### src/sv/gadget_matrix_vector_multiply_mod_macros.svh
// assertion macros for the rtl files, used by gmv_back
`ifndef GADGET_MATRIX_VECTOR_MULTIPLY_MOD_MACROS_SVH
`define GADGET_MATRIX_VECTOR_MULTIPLY_MOD_MACROS_SVH
`ifndef SYNTHESIS
// property must hold at every clock edge out of reset
`define GMV_ASSERT(lbl, prop, msg) \
  lbl: assert property (@(posedge clk) disable iff (rst) prop) else $error(msg);
// condition must never be seen at a clock edge out of reset
`define GMV_ASSERT_NEVER(lbl, cond, msg) \
  lbl: assert property (@(posedge clk) disable iff (rst) !(cond)) else $error(msg);
`else
`define GMV_ASSERT(lbl, prop, msg)
`define GMV_ASSERT_NEVER(lbl, cond, msg)
`endif
`endif

### src/sv/gmv_pkg.sv
`timescale 1ns / 1ps
`default_nettype none
package gmv_pkg;

  // bounds on the gadget shape
  localparam int MAX_FACTORS = 4;
  localparam int MAX_USES    = 64;
  localparam int MAX_ROWS    = 1024;

  // field widths
  localparam int DATA_W        = 32;
  localparam int NUM_ROWS_W    = 11;
  localparam int NUM_FACTORS_W = 3;
  localparam int NUM_USES_W    = 7;

  // counter widths
  localparam int FACT_W = $clog2(MAX_FACTORS);
  localparam int USE_W  = $clog2(MAX_USES);
  localparam int ROW_W  = $clog2(MAX_ROWS);

  // modular datapath: residues up to 2^32 plus headroom for doubling
  localparam int ACC_W  = DATA_W + 2;
  localparam int STEP_W = $clog2(DATA_W);

  // queue between front and back
  localparam int QUEUE_DEPTH = 2;

  // register map
  localparam int NUM_REGS = 8;
  localparam int PADDR_W  = $clog2(NUM_REGS) + 2;

  typedef enum logic [$clog2(NUM_REGS)-1:0] {
    REG_MODULUS,
    REG_NUM_ROWS,
    REG_NUM_FACTORS,
    REG_USES_PER_FACTOR,
    REG_FACTOR_A,
    REG_FACTOR_B,
    REG_FACTOR_C,
    REG_FACTOR_D
  } reg_idx_t;

  typedef struct packed {
    logic [DATA_W-1:0]        modulus;
    logic [NUM_ROWS_W-1:0]    num_rows;
    logic [NUM_FACTORS_W-1:0] num_factors;
    logic [NUM_USES_W-1:0]    uses_per_factor;
    logic [DATA_W-1:0]        factor_a;
    logic [DATA_W-1:0]        factor_b;
    logic [DATA_W-1:0]        factor_c;
    logic [DATA_W-1:0]        factor_d;
  } cfg_t;

  // one classified item as the front hands it to the back
  typedef struct packed {
    logic [DATA_W-1:0] mag;
    logic              neg;
    logic [FACT_W-1:0] factor_sel;
    logic              row_end;
    logic [ROW_W-1:0]  row_index;
    logic              last_row;
  } work_item_t;

  typedef enum logic [1:0] {
    BK_IDLE,
    BK_REDUCE,
    BK_MUL,
    BK_DONE
  } back_state_t;

endpackage
`default_nettype wire

### src/sv/gmv_front.sv
`timescale 1ns / 1ps
`default_nettype none
module gmv_front (
  input  logic                                  clk,
  input  logic                                  rst,
  input  gmv_pkg::cfg_t                         cfg,
  input  logic                                  in_valid,
  output logic                                  in_ready,
  input  logic signed [gmv_pkg::DATA_W-1:0]     x_value,
  input  logic                                  queue_full,
  output logic                                  push,
  output gmv_pkg::work_item_t                   push_item
);
  import gmv_pkg::*;

  logic [USE_W-1:0]         use_position;
  logic [FACT_W-1:0]        factor_position;
  logic [ROW_W-1:0]         row_position;
  logic [NUM_USES_W-1:0]    e_eff;
  logic [NUM_FACTORS_W-1:0] k_eff;
  logic [NUM_ROWS_W-1:0]    n_eff;
  logic [NUM_USES_W-1:0]    use_inc;
  logic [NUM_FACTORS_W-1:0] fact_inc;
  logic [NUM_ROWS_W-1:0]    row_inc;
  logic                     use_wrap;
  logic                     fact_wrap;
  logic                     last;
  logic [DATA_W-1:0]        x_raw;

  // zero counts act as one, large counts saturate
  always_comb begin
    if (cfg.uses_per_factor == '0) e_eff = NUM_USES_W'(1);
    else if (cfg.uses_per_factor > NUM_USES_W'(MAX_USES)) e_eff = NUM_USES_W'(MAX_USES);
    else e_eff = cfg.uses_per_factor;
    if (cfg.num_factors == '0) k_eff = NUM_FACTORS_W'(1);
    else if (cfg.num_factors > NUM_FACTORS_W'(MAX_FACTORS)) k_eff = NUM_FACTORS_W'(MAX_FACTORS);
    else k_eff = cfg.num_factors;
    if (cfg.num_rows == '0) n_eff = NUM_ROWS_W'(1);
    else if (cfg.num_rows > NUM_ROWS_W'(MAX_ROWS)) n_eff = NUM_ROWS_W'(MAX_ROWS);
    else n_eff = cfg.num_rows;
  end

  // position bookkeeping, compared with >= so a shrunk bound ends at once
  assign use_inc   = NUM_USES_W'(use_position) + NUM_USES_W'(1);
  assign fact_inc  = NUM_FACTORS_W'(factor_position) + NUM_FACTORS_W'(1);
  assign row_inc   = NUM_ROWS_W'(row_position) + NUM_ROWS_W'(1);
  assign use_wrap  = use_inc >= e_eff;
  assign fact_wrap = fact_inc >= k_eff;
  assign last      = row_inc >= n_eff;

  // handshake into the queue
  assign in_ready = !queue_full;
  assign push     = in_valid && in_ready;

  // sign and magnitude of the element
  assign x_raw = DATA_W'(x_value);

  always_comb begin
    push_item.neg        = x_raw[DATA_W-1];
    push_item.mag        = x_raw[DATA_W-1] ? (DATA_W'(0) - x_raw) : x_raw;
    push_item.factor_sel = factor_position;
    push_item.row_end    = use_wrap && fact_wrap;
    push_item.row_index  = row_position;
    push_item.last_row   = last;
  end

  // advance use, factor and row positions per item
  always_ff @(posedge clk) begin
    if (rst) begin
      use_position    <= '0;
      factor_position <= '0;
      row_position    <= '0;
    end else if (push) begin
      if (!use_wrap) begin
        use_position <= use_inc[USE_W-1:0];
      end else begin
        use_position <= '0;
        if (!fact_wrap) begin
          factor_position <= fact_inc[FACT_W-1:0];
        end else begin
          factor_position <= '0;
          row_position    <= last ? '0 : row_inc[ROW_W-1:0];
        end
      end
    end
  end

endmodule
`default_nettype wire

### src/sv/gmv_queue.sv
`timescale 1ns / 1ps
`default_nettype none
module gmv_queue (
  input  logic                clk,
  input  logic                rst,
  input  logic                push,
  input  gmv_pkg::work_item_t push_item,
  output logic                full,
  input  logic                pop,
  output logic                empty,
  output gmv_pkg::work_item_t head
);
  import gmv_pkg::*;

  localparam int PTR_W = $clog2(QUEUE_DEPTH);
  localparam int CNT_W = $clog2(QUEUE_DEPTH + 1);

  work_item_t        entries [QUEUE_DEPTH];
  logic [PTR_W-1:0]  wr_ptr;
  logic [PTR_W-1:0]  rd_ptr;
  logic [CNT_W-1:0]  count;

  function automatic logic [PTR_W-1:0] ptr_inc(input logic [PTR_W-1:0] p);
    return (p == PTR_W'(QUEUE_DEPTH - 1)) ? '0 : p + PTR_W'(1);
  endfunction

  assign full  = count == CNT_W'(QUEUE_DEPTH);
  assign empty = count == '0;
  assign head  = entries[rd_ptr];

  // pointers and fill count
  always_ff @(posedge clk) begin
    if (rst) begin
      wr_ptr <= '0;
      rd_ptr <= '0;
      count  <= '0;
    end else begin
      if (push) wr_ptr <= ptr_inc(wr_ptr);
      if (pop) rd_ptr <= ptr_inc(rd_ptr);
      if (push && !pop) count <= count + CNT_W'(1);
      else if (pop && !push) count <= count - CNT_W'(1);
    end
  end

  // storage
  always_ff @(posedge clk) begin
    if (push) entries[wr_ptr] <= push_item;
  end

endmodule
`default_nettype wire

### src/sv/gmv_back.sv
`timescale 1ns / 1ps
`default_nettype none
`include "gadget_matrix_vector_multiply_mod_macros.svh"
module gmv_back (
  input  logic                          clk,
  input  logic                          rst,
  input  gmv_pkg::cfg_t                 cfg,
  input  logic                          q_empty,
  input  gmv_pkg::work_item_t           q_item,
  output logic                          pop,
  output logic                          out_valid,
  input  logic                          out_ready,
  output logic [gmv_pkg::DATA_W-1:0]    y_value,
  output logic [gmv_pkg::ROW_W-1:0]     row_index,
  output logic                          last_row
);
  import gmv_pkg::*;

  localparam logic [STEP_W-1:0] STEP_LAST = STEP_W'(DATA_W - 1);

  back_state_t       state;
  back_state_t       state_next;
  logic [STEP_W-1:0] step;
  work_item_t        item;
  logic [DATA_W-1:0] row_sum;
  logic [DATA_W-1:0] gadget_power;
  logic [ACC_W-1:0]  acc0;
  logic [ACC_W-1:0]  acc1;
  logic [ACC_W-1:0]  a_op;
  logic [DATA_W-1:0] b0;
  logic [DATA_W-1:0] b1;
  logic [ACC_W-1:0]  qe;
  logic [ACC_W-1:0]  lane0;
  logic [ACC_W-1:0]  lane1;
  logic [ACC_W-1:0]  term;
  logic [ACC_W-1:0]  sum_raw;
  logic [ACC_W-1:0]  sum_mod;
  logic              need_reduce;
  logic              out_free;
  logic              run;
  logic              reduce_done;
  logic              finish_ok;
  logic              emit;

  // one shift-add step of a modular product, acc and a below q
  function automatic logic [ACC_W-1:0] mm_step(input logic [ACC_W-1:0] acc,
                                               input logic [ACC_W-1:0] a,
                                               input logic [ACC_W-1:0] q,
                                               input logic             b_bit);
    logic [ACC_W-1:0] t;
    t = acc << 1;
    if (t >= q) t = t - q;
    if (b_bit) t = t + a;
    if (t >= q) t = t - q;
    return t;
  endfunction

  function automatic logic [DATA_W-1:0] factor_of(input cfg_t c, input logic [FACT_W-1:0] sel);
    logic [DATA_W-1:0] f;
    case (sel)
      2'd0:    f = c.factor_a;
      2'd1:    f = c.factor_b;
      2'd2:    f = c.factor_c;
      2'd3:    f = c.factor_d;
      default: f = c.factor_a;
    endcase
    return f;
  endfunction

  // modulus zero stands for 2^32
  assign qe = (cfg.modulus == '0) ? (ACC_W'(1) << DATA_W) : ACC_W'(cfg.modulus);

  // stored sum or power at or above q after a modulus change
  assign need_reduce = (ACC_W'(gadget_power) >= qe) || (ACC_W'(row_sum) >= qe);
  assign out_free    = !out_valid || out_ready;

  // two lanes share the multiplicand and modulus
  assign lane0 = mm_step(acc0, a_op, qe, b0[DATA_W-1]);
  assign lane1 = mm_step(acc1, a_op, qe, b1[DATA_W-1]);

  // signed fix-up of the term and the running sum
  assign term    = (item.neg && acc0 != '0) ? (qe - acc0) : acc0;
  assign sum_raw = ACC_W'(row_sum) + term;
  assign sum_mod = (sum_raw >= qe) ? (sum_raw - qe) : sum_raw;

  // next state
  always_comb begin
    state_next = state;
    case (state)
      BK_IDLE: begin
        if (!q_empty) state_next = need_reduce ? BK_REDUCE : BK_MUL;
      end
      BK_REDUCE: begin
        if (step == STEP_LAST) state_next = BK_MUL;
      end
      BK_MUL: begin
        if (step == STEP_LAST) state_next = BK_DONE;
      end
      BK_DONE: begin
        if (!item.row_end || out_free) state_next = BK_IDLE;
      end
      default: state_next = BK_IDLE;
    endcase
  end

  // control strobes
  always_comb begin
    pop         = 1'b0;
    run         = 1'b0;
    reduce_done = 1'b0;
    finish_ok   = 1'b0;
    case (state)
      BK_IDLE:   pop = !q_empty;
      BK_REDUCE: begin
        run         = 1'b1;
        reduce_done = step == STEP_LAST;
      end
      BK_MUL:    run = 1'b1;
      BK_DONE:   finish_ok = !item.row_end || out_free;
      default:   pop = 1'b0;
    endcase
    emit = finish_ok && item.row_end;
  end

  // control state, model state and output valid
  always_ff @(posedge clk) begin
    if (rst) begin
      state        <= BK_IDLE;
      row_sum      <= '0;
      gadget_power <= DATA_W'(1);
      out_valid    <= 1'b0;
    end else begin
      state <= state_next;
      if (reduce_done) begin
        gadget_power <= lane0[DATA_W-1:0];
        row_sum      <= lane1[DATA_W-1:0];
      end else if (finish_ok) begin
        if (item.row_end) begin
          row_sum      <= '0;
          gadget_power <= DATA_W'(1);
        end else begin
          row_sum      <= sum_mod[DATA_W-1:0];
          gadget_power <= acc1[DATA_W-1:0];
        end
      end
      if (emit) out_valid <= 1'b1;
      else if (out_ready) out_valid <= 1'b0;
    end
  end

  // shift-add datapath
  always_ff @(posedge clk) begin
    if (pop) begin
      item <= q_item;
      acc0 <= '0;
      acc1 <= '0;
      step <= '0;
      if (need_reduce) begin
        a_op <= ACC_W'(1);
        b0   <= gadget_power;
        b1   <= row_sum;
      end else begin
        a_op <= ACC_W'(gadget_power);
        b0   <= q_item.mag;
        b1   <= factor_of(cfg, q_item.factor_sel);
      end
    end else if (run) begin
      step <= step + STEP_W'(1);
      if (reduce_done) begin
        a_op <= lane0;
        b0   <= item.mag;
        b1   <= factor_of(cfg, item.factor_sel);
        acc0 <= '0;
        acc1 <= '0;
      end else begin
        b0   <= b0 << 1;
        b1   <= b1 << 1;
        acc0 <= lane0;
        acc1 <= lane1;
      end
    end
  end

  // result register
  always_ff @(posedge clk) begin
    if (emit) begin
      y_value   <= sum_mod[DATA_W-1:0];
      row_index <= item.row_index;
      last_row  <= item.last_row;
    end
  end

  `GMV_ASSERT(a_emit_from_done, $rose(out_valid) |-> $past(state == BK_DONE), "result not from done")
  `GMV_ASSERT(a_mul_ends, (state == BK_MUL && step == STEP_LAST) |=> (state == BK_DONE), "multiply overran")
  `GMV_ASSERT_NEVER(a_reduce_skipped, state == BK_MUL && $past(state == BK_IDLE) && $past(need_reduce), "reduction skipped")

endmodule
`default_nettype wire

### src/sv/gadget_matrix_vector_multiply_mod.sv
`timescale 1ns / 1ps
`default_nettype none
// channel   | signals                                               | dir | moves
// ----------+-------------------------------------------------------+-----+-----------------------
// input     | in_valid, in_ready, x_value                           | in  | one element of x per item
// output    | out_valid, out_ready, y_value, row_index, last_row    | out | one row sum per item
// config    | psel, penable, pwrite, paddr, pwdata, prdata, pready  | i/o | register writes and reads
//
// an element runs through the back end in order: a load, 32 shift-add steps of the
// two-lane modular multiplier (term and next power), and an add into the row sum.
// after a modulus change leaves the stored sum or power at or above q, the next element
// first runs a 32-step reduction pass on the same lanes. a two-entry queue lets the front
// take items while the back works; the result register lets the back go on while a row
// sum waits. reset is synchronous, active high.
module gadget_matrix_vector_multiply_mod (
  input  logic                               clk,
  input  logic                               rst,
  input  logic                               psel,
  input  logic                               penable,
  input  logic                               pwrite,
  input  logic [gmv_pkg::PADDR_W-1:0]        paddr,
  input  logic [gmv_pkg::DATA_W-1:0]         pwdata,
  output logic [gmv_pkg::DATA_W-1:0]         prdata,
  output logic                               pready,
  input  logic                               in_valid,
  output logic                               in_ready,
  input  logic signed [gmv_pkg::DATA_W-1:0]  x_value,
  output logic                               out_valid,
  input  logic                               out_ready,
  output logic [gmv_pkg::DATA_W-1:0]         y_value,
  output logic [gmv_pkg::ROW_W-1:0]          row_index,
  output logic                               last_row
);
  import gmv_pkg::*;

  cfg_t       cfg;
  reg_idx_t   reg_idx;
  logic       wr_en;
  logic       queue_full;
  logic       queue_empty;
  logic       push;
  logic       pop;
  work_item_t push_item;
  work_item_t head;

  assign pready  = 1'b1;
  assign reg_idx = reg_idx_t'(paddr[PADDR_W-1:2]);
  assign wr_en   = psel && penable && pwrite && pready;

  // configuration registers
  always_ff @(posedge clk) begin
    if (rst) begin
      cfg.modulus         <= DATA_W'(65537);
      cfg.num_rows        <= NUM_ROWS_W'(1);
      cfg.num_factors     <= NUM_FACTORS_W'(1);
      cfg.uses_per_factor <= NUM_USES_W'(8);
      cfg.factor_a        <= DATA_W'(2);
      cfg.factor_b        <= DATA_W'(2);
      cfg.factor_c        <= DATA_W'(2);
      cfg.factor_d        <= DATA_W'(2);
    end else if (wr_en) begin
      case (reg_idx)
        REG_MODULUS:         cfg.modulus         <= pwdata;
        REG_NUM_ROWS:        cfg.num_rows        <= pwdata[NUM_ROWS_W-1:0];
        REG_NUM_FACTORS:     cfg.num_factors     <= pwdata[NUM_FACTORS_W-1:0];
        REG_USES_PER_FACTOR: cfg.uses_per_factor <= pwdata[NUM_USES_W-1:0];
        REG_FACTOR_A:        cfg.factor_a        <= pwdata;
        REG_FACTOR_B:        cfg.factor_b        <= pwdata;
        REG_FACTOR_C:        cfg.factor_c        <= pwdata;
        REG_FACTOR_D:        cfg.factor_d        <= pwdata;
        default:             cfg.modulus         <= cfg.modulus;
      endcase
    end
  end

  // register readback
  always_comb begin
    case (reg_idx)
      REG_MODULUS:         prdata = cfg.modulus;
      REG_NUM_ROWS:        prdata = DATA_W'(cfg.num_rows);
      REG_NUM_FACTORS:     prdata = DATA_W'(cfg.num_factors);
      REG_USES_PER_FACTOR: prdata = DATA_W'(cfg.uses_per_factor);
      REG_FACTOR_A:        prdata = cfg.factor_a;
      REG_FACTOR_B:        prdata = cfg.factor_b;
      REG_FACTOR_C:        prdata = cfg.factor_c;
      REG_FACTOR_D:        prdata = cfg.factor_d;
      default:             prdata = '0;
    endcase
  end

  // front: accept and classify
  gmv_front u_front (
    .clk        (clk),
    .rst        (rst),
    .cfg        (cfg),
    .in_valid   (in_valid),
    .in_ready   (in_ready),
    .x_value    (x_value),
    .queue_full (queue_full),
    .push       (push),
    .push_item  (push_item)
  );

  // queue between front and back
  gmv_queue u_queue (
    .clk       (clk),
    .rst       (rst),
    .push      (push),
    .push_item (push_item),
    .full      (queue_full),
    .pop       (pop),
    .empty     (queue_empty),
    .head      (head)
  );

  // back: modular arithmetic and result register
  gmv_back u_back (
    .clk       (clk),
    .rst       (rst),
    .cfg       (cfg),
    .q_empty   (queue_empty),
    .q_item    (head),
    .pop       (pop),
    .out_valid (out_valid),
    .out_ready (out_ready),
    .y_value   (y_value),
    .row_index (row_index),
    .last_row  (last_row)
  );

endmodule
`default_nettype wire
### config.mk
export PLATFORM = sky130hd
export DESIGN_NAME = gadget_matrix_vector_multiply_mod
export DESIGN_NICKNAME = d
export VERILOG_FILES = /design/src/sv/gmv_pkg.sv /design/src/sv/gmv_front.sv /design/src/sv/gmv_queue.sv /design/src/sv/gmv_back.sv /design/src/sv/gadget_matrix_vector_multiply_mod.sv
export VERILOG_INCLUDE_DIRS = /design/src /design/src/sv
export SDC_FILE = /design/constraint.sdc
export NUM_CORES = 2
export LEC_CHECK = 0
export CORE_ASPECT_RATIO = 1.2
export CORE_MARGIN = 2
export CORE_UTILIZATION = 40
export DETAILED_ROUTE_END_ITERATION = 16
export DONT_BUFFER_PORTS = 1
export PLACE_DENSITY = 0.55
export SLEW_MARGIN = 20
export SYNTH_ARGS = -nofsm -noshare
export SYNTH_HDL_FRONTEND = slang
export SYNTH_SLANG_ARGS = --single-unit
export TNS_END_PERCENT = 30
### constraint.sdc
create_clock -name clk -period 12.4 [get_ports clk]
set_clock_uncertainty 0.2 [all_clocks]
set_input_delay 0 -clock clk [delete_from_list [all_inputs] [get_ports clk]]
set_output_delay 0 -clock clk [all_outputs]
set_load 0.01 [all_outputs]
==> run summary <==
The flow ran to the end, and the final reports show no timing, DRC or antenna violations. By area the synthesized netlist is led by sky130_fd_sc_hd__edfxtp_1 (17%), sky130_fd_sc_hd__dfxtp_1 (14%), sky130_fd_sc_hd__ha_1 (10%). Sequential elements use 31.3% of the synthesized area. Fill cells in the final layout number 11900. The tightest min-delay check is of the in2reg type.

The setup TNS is 0 ps, and the area taken by multi-input logic gates is 0.0316 sq mm. Once the clock tree was built, the setup fixing pass inserted 0 buffers. In this run the clock root is driven by a sky130_fd_sc_hd__clkbuf_16. The max-slew violation count was 0. Of all cell types, the one taking the most synthesized area is sky130_fd_sc_hd__edfxtp_1. The worst-skew pair later-pin latency came out at 680 ps.

The initialized floorplan defines 140 standard-cell rows. The CTS sink count is 625. The number of different library cells used by synthesis comes to 100. In this run, placement finished with an instance count of 7182.

The remaining max-slew budget at the tightest pin was 17.1%; the number of buffers between clock root and the deepest sink was 3. For the global placer's final weighted congestion, the log shows 1.01. TritonCTS built the clock tree. Dividing the final minimum period by the clock period gives 89.3%. The library cells used most frequently in the layout, excluding fill and tap cells, are sky130_fd_sc_hd__nand2_1 (951), sky130_fd_sc_hd__a21oi_1 (505), sky130_fd_sc_hd__ha_1 (392).

The final wirelength came out at 204000 um. The tools report the endpoint class of the critical path as a flip-flop. The number of antenna violations at the first check in global routing came out at 5.

Leaving out fill and tap cells, the most frequent cell in the layout is sky130_fd_sc_hd__nand2_1. The wire-length estimate of the detail-placed layout is 150000 um. Cells with a size suffix above 1 make up 8.68% of the layout.

The worst setup path is launched from a flip-flop. The share of synthesized area in the top cell type comes to 17.3%. Yosys printed 0 warnings. The post-synthesis async set-or-reset flop share was 0%.

The routed wirelength normalized by instance count is 27.3 um, and the relative area change from synthesis to final layout is 11.9%. The number of nets in the layout is 6261, and the starting density of the core is 40.3%. The H-tree was split into 3 levels. Count of hold buffers inserted by post-cts repair: 161. From left edge to right edge, the die measures 323 um. After synthesis the cells add up to 0.0489 sq mm. The number of max-capacitance violations reported was 0; the worst-path maximum fanout was 20.

The die covers 0.125 sq mm. Setup repair after global routing left no endpoint under its margin. Pin slew with the least headroom to its limit: 1240 ps. Static timing analysis puts the maximum clock frequency at 90.4 MHz. Gates resized during post-CTS repair numbered 0.

Global routing finished with a remaining overflow of 0. The number of failing setup endpoints in the final timing report is 0, and the filler-free cell count of the finished design is 7476. The synthesized design contains 282 enable-type register cells.

The overall die height was 387 um; the wire length of the first global-routing pass was 297000 um. Measured on the finished design, the core utilization comes to 45.1%. Synthesis handed over a netlist of 5794 instances. On the critical path the largest part of the delay comes from compound AO/OA/AOI/OAI gates.

STA puts the critical path data arrival time at 11420 ps. The worst setup path is of the reg2reg kind. The final number of hold-violating endpoints was 0; the antenna violation net count after detailed routing was 0. In the final layout, flip-flops and latches occupy 0.0153 sq mm. After detailed routing, the number of vias per cell comes to 6.28. The number of nets in the synthesized netlist is 6271. For the number of clock buffers inserted by TritonCTS, the log shows 72. The total via count in the routed design came out at 47000.

For this block, the initial DRC count from the detailed router was 4733. The flip-flop and latch count after synthesis was 625. During placement, the flow inserted port buffers numbering 0. The mean instance size in the synthesized netlist is 8.44 sq um.

The delay contributed by the slowest stage of the critical path works out to 680 ps. The logs give 0.121 sq mm for the area of the core region and 0 for the number of remaining DRC errors. The minimum period implied by the final worst setup slack was 11070 ps. The critical-path cell with the highest stage delay is sky130_fd_sc_hd__dfxtp_1. During I/O placement, the number of pins put on the boundary was 154. The via count of the first global-routing pass is 44100, and the total track usage is 31.8%.

The most frequently used flop master after synthesis was sky130_fd_sc_hd__dfxtp_1. Counting both buffers and inverters, the worst setup path holds a total of 4. Entering global routing, the biggest net connects 230 pins.

After clock tree synthesis, the clock-pin slew on the worst setup and hold paths is 60 ps. The required time at the endpoint of the critical path was 12760 ps; the number of search-and-repair iterations in the first detailed-routing pass was 6.
-- kinds of logic (layout without fill, tap and decap cells) --
logic type / count (synthesis) / in the layout / synth area share (%)
buffers and inverters: 566 / 614 / 4.44
adder cells (fa/ha/maj): 401 / 401 / 10.4
XOR/XNOR: 284 / 284 / 5.08
AO/OA/AOI/OAI: 1768 / 1768 / 24.1
multiplexers: 258 / 258 / 7.08
other: 1 / 2 / 0.00767
flip-flops: 625 / 625 / 31.3
AND/OR/NAND/NOR: 1891 / 1891 / 17.5
-- worst paths after layout --
path,from,end,slack (ps),cells past startpoint
worst max register to register,cfg[150],u_back.row_sum[25],1330,34
worst min register to register,u_back.item[0],u_back.last_row,220,0
worst max-delay path,cfg[150],u_back.row_sum[25],1330,34
worst min-delay path,pwdata[13],cfg[45],20,3
-- layout make-up --
| cell class | count | share of cell area (%) |
|---|---|---|
| multi-input combinational | 4603 | 57.8 |
| sequential | 625 | 28.0 |
| timing repair buffer | 261 | 4.39 |
| tap | 1633 | 3.73 |
| clock buffer | 89 | 3.56 |
| inverter | 221 | 1.52 |
| clock inverter | 43 | 1.01 |
| antenna | 1 | 0.00457 |
-- sequential cells by signal (all words and copies together) (netlist names), 2 cells and up, named ones only --
| signal | flops |
|---|---|
| cfg | 181 |
| u_front.factor_position | 2 |
| u_back.row_index | 10 |
| u_back.b0 | 32 |
| u_front.row_position | 10 |
| u_back.b1 | 32 |
| u_back.row_sum | 32 |
| u_back.item | 47 |
| u_back.gadget_power | 32 |
| u_back.step | 5 |
| u_back.state | 2 |
| u_front.use_position | 6 |
| u_back.a_op | 34 |
| u_back.acc0 | 34 |
| u_queue.entries | 94 |
| u_queue.count | 2 |
| u_back.acc1 | 33 |
| u_back.y_value | 32 |
-- synthesized netlist by cell type (107+ instances only) --
library cell,instances
sky130_fd_sc_hd__nand2_1,953
sky130_fd_sc_hd__dfxtp_1,343
sky130_fd_sc_hd__xor2_1,107
sky130_fd_sc_hd__nand3_1,169
sky130_fd_sc_hd__xnor2_1,177
sky130_fd_sc_hd__edfxtp_1,282
sky130_fd_sc_hd__inv_1,218
sky130_fd_sc_hd__nor2_1,285
sky130_fd_sc_hd__a21o_1,190
sky130_fd_sc_hd__a21oi_1,507
sky130_fd_sc_hd__clkbuf_1,293
sky130_fd_sc_hd__ha_1,392
sky130_fd_sc_hd__o21ai_0,307
sky130_fd_sc_hd__mux2_2,114
-- layer usage --
layer  global-route usage [%]  wire [um]  share of wire, %  up-vias
li1                         -          -                 -    21500
met2                     50.3      92000                45     2219
met4                     20.9      15600               7.6        0
met1                     40.1      80800                40    22700
met3                     4.47      15900               7.8      548
met5                        0          0                 0        -
-- worst register-to-register path, delay by kind of cell (launching register included) --
kind / cells / cell delay [ps]
flip-flops: 1 / 680
buffers and inverters: 4 / 1150
XOR/XNOR: 1 / 140
AO/OA/AOI/OAI: 13 / 3500
multiplexers: 3 / 1450
AND/OR/NAND/NOR: 10 / 2680
adder cells (fa/ha/maj): 3 / 1150
-- through the flow --
step	setup slack, ps	hold WS, ps	area [sq um]
finish	1330	19.0	54700
detailed placement	1640	-113	50600
global placement	1670	-112	50600
CTS	1590	0.819	54700
floorplan	3740	-101	48900
global route	872	31.9	54700
Power is not shown: default switching activity piles up to over one toggle a cycle in this logic, so the estimate is an artifact.
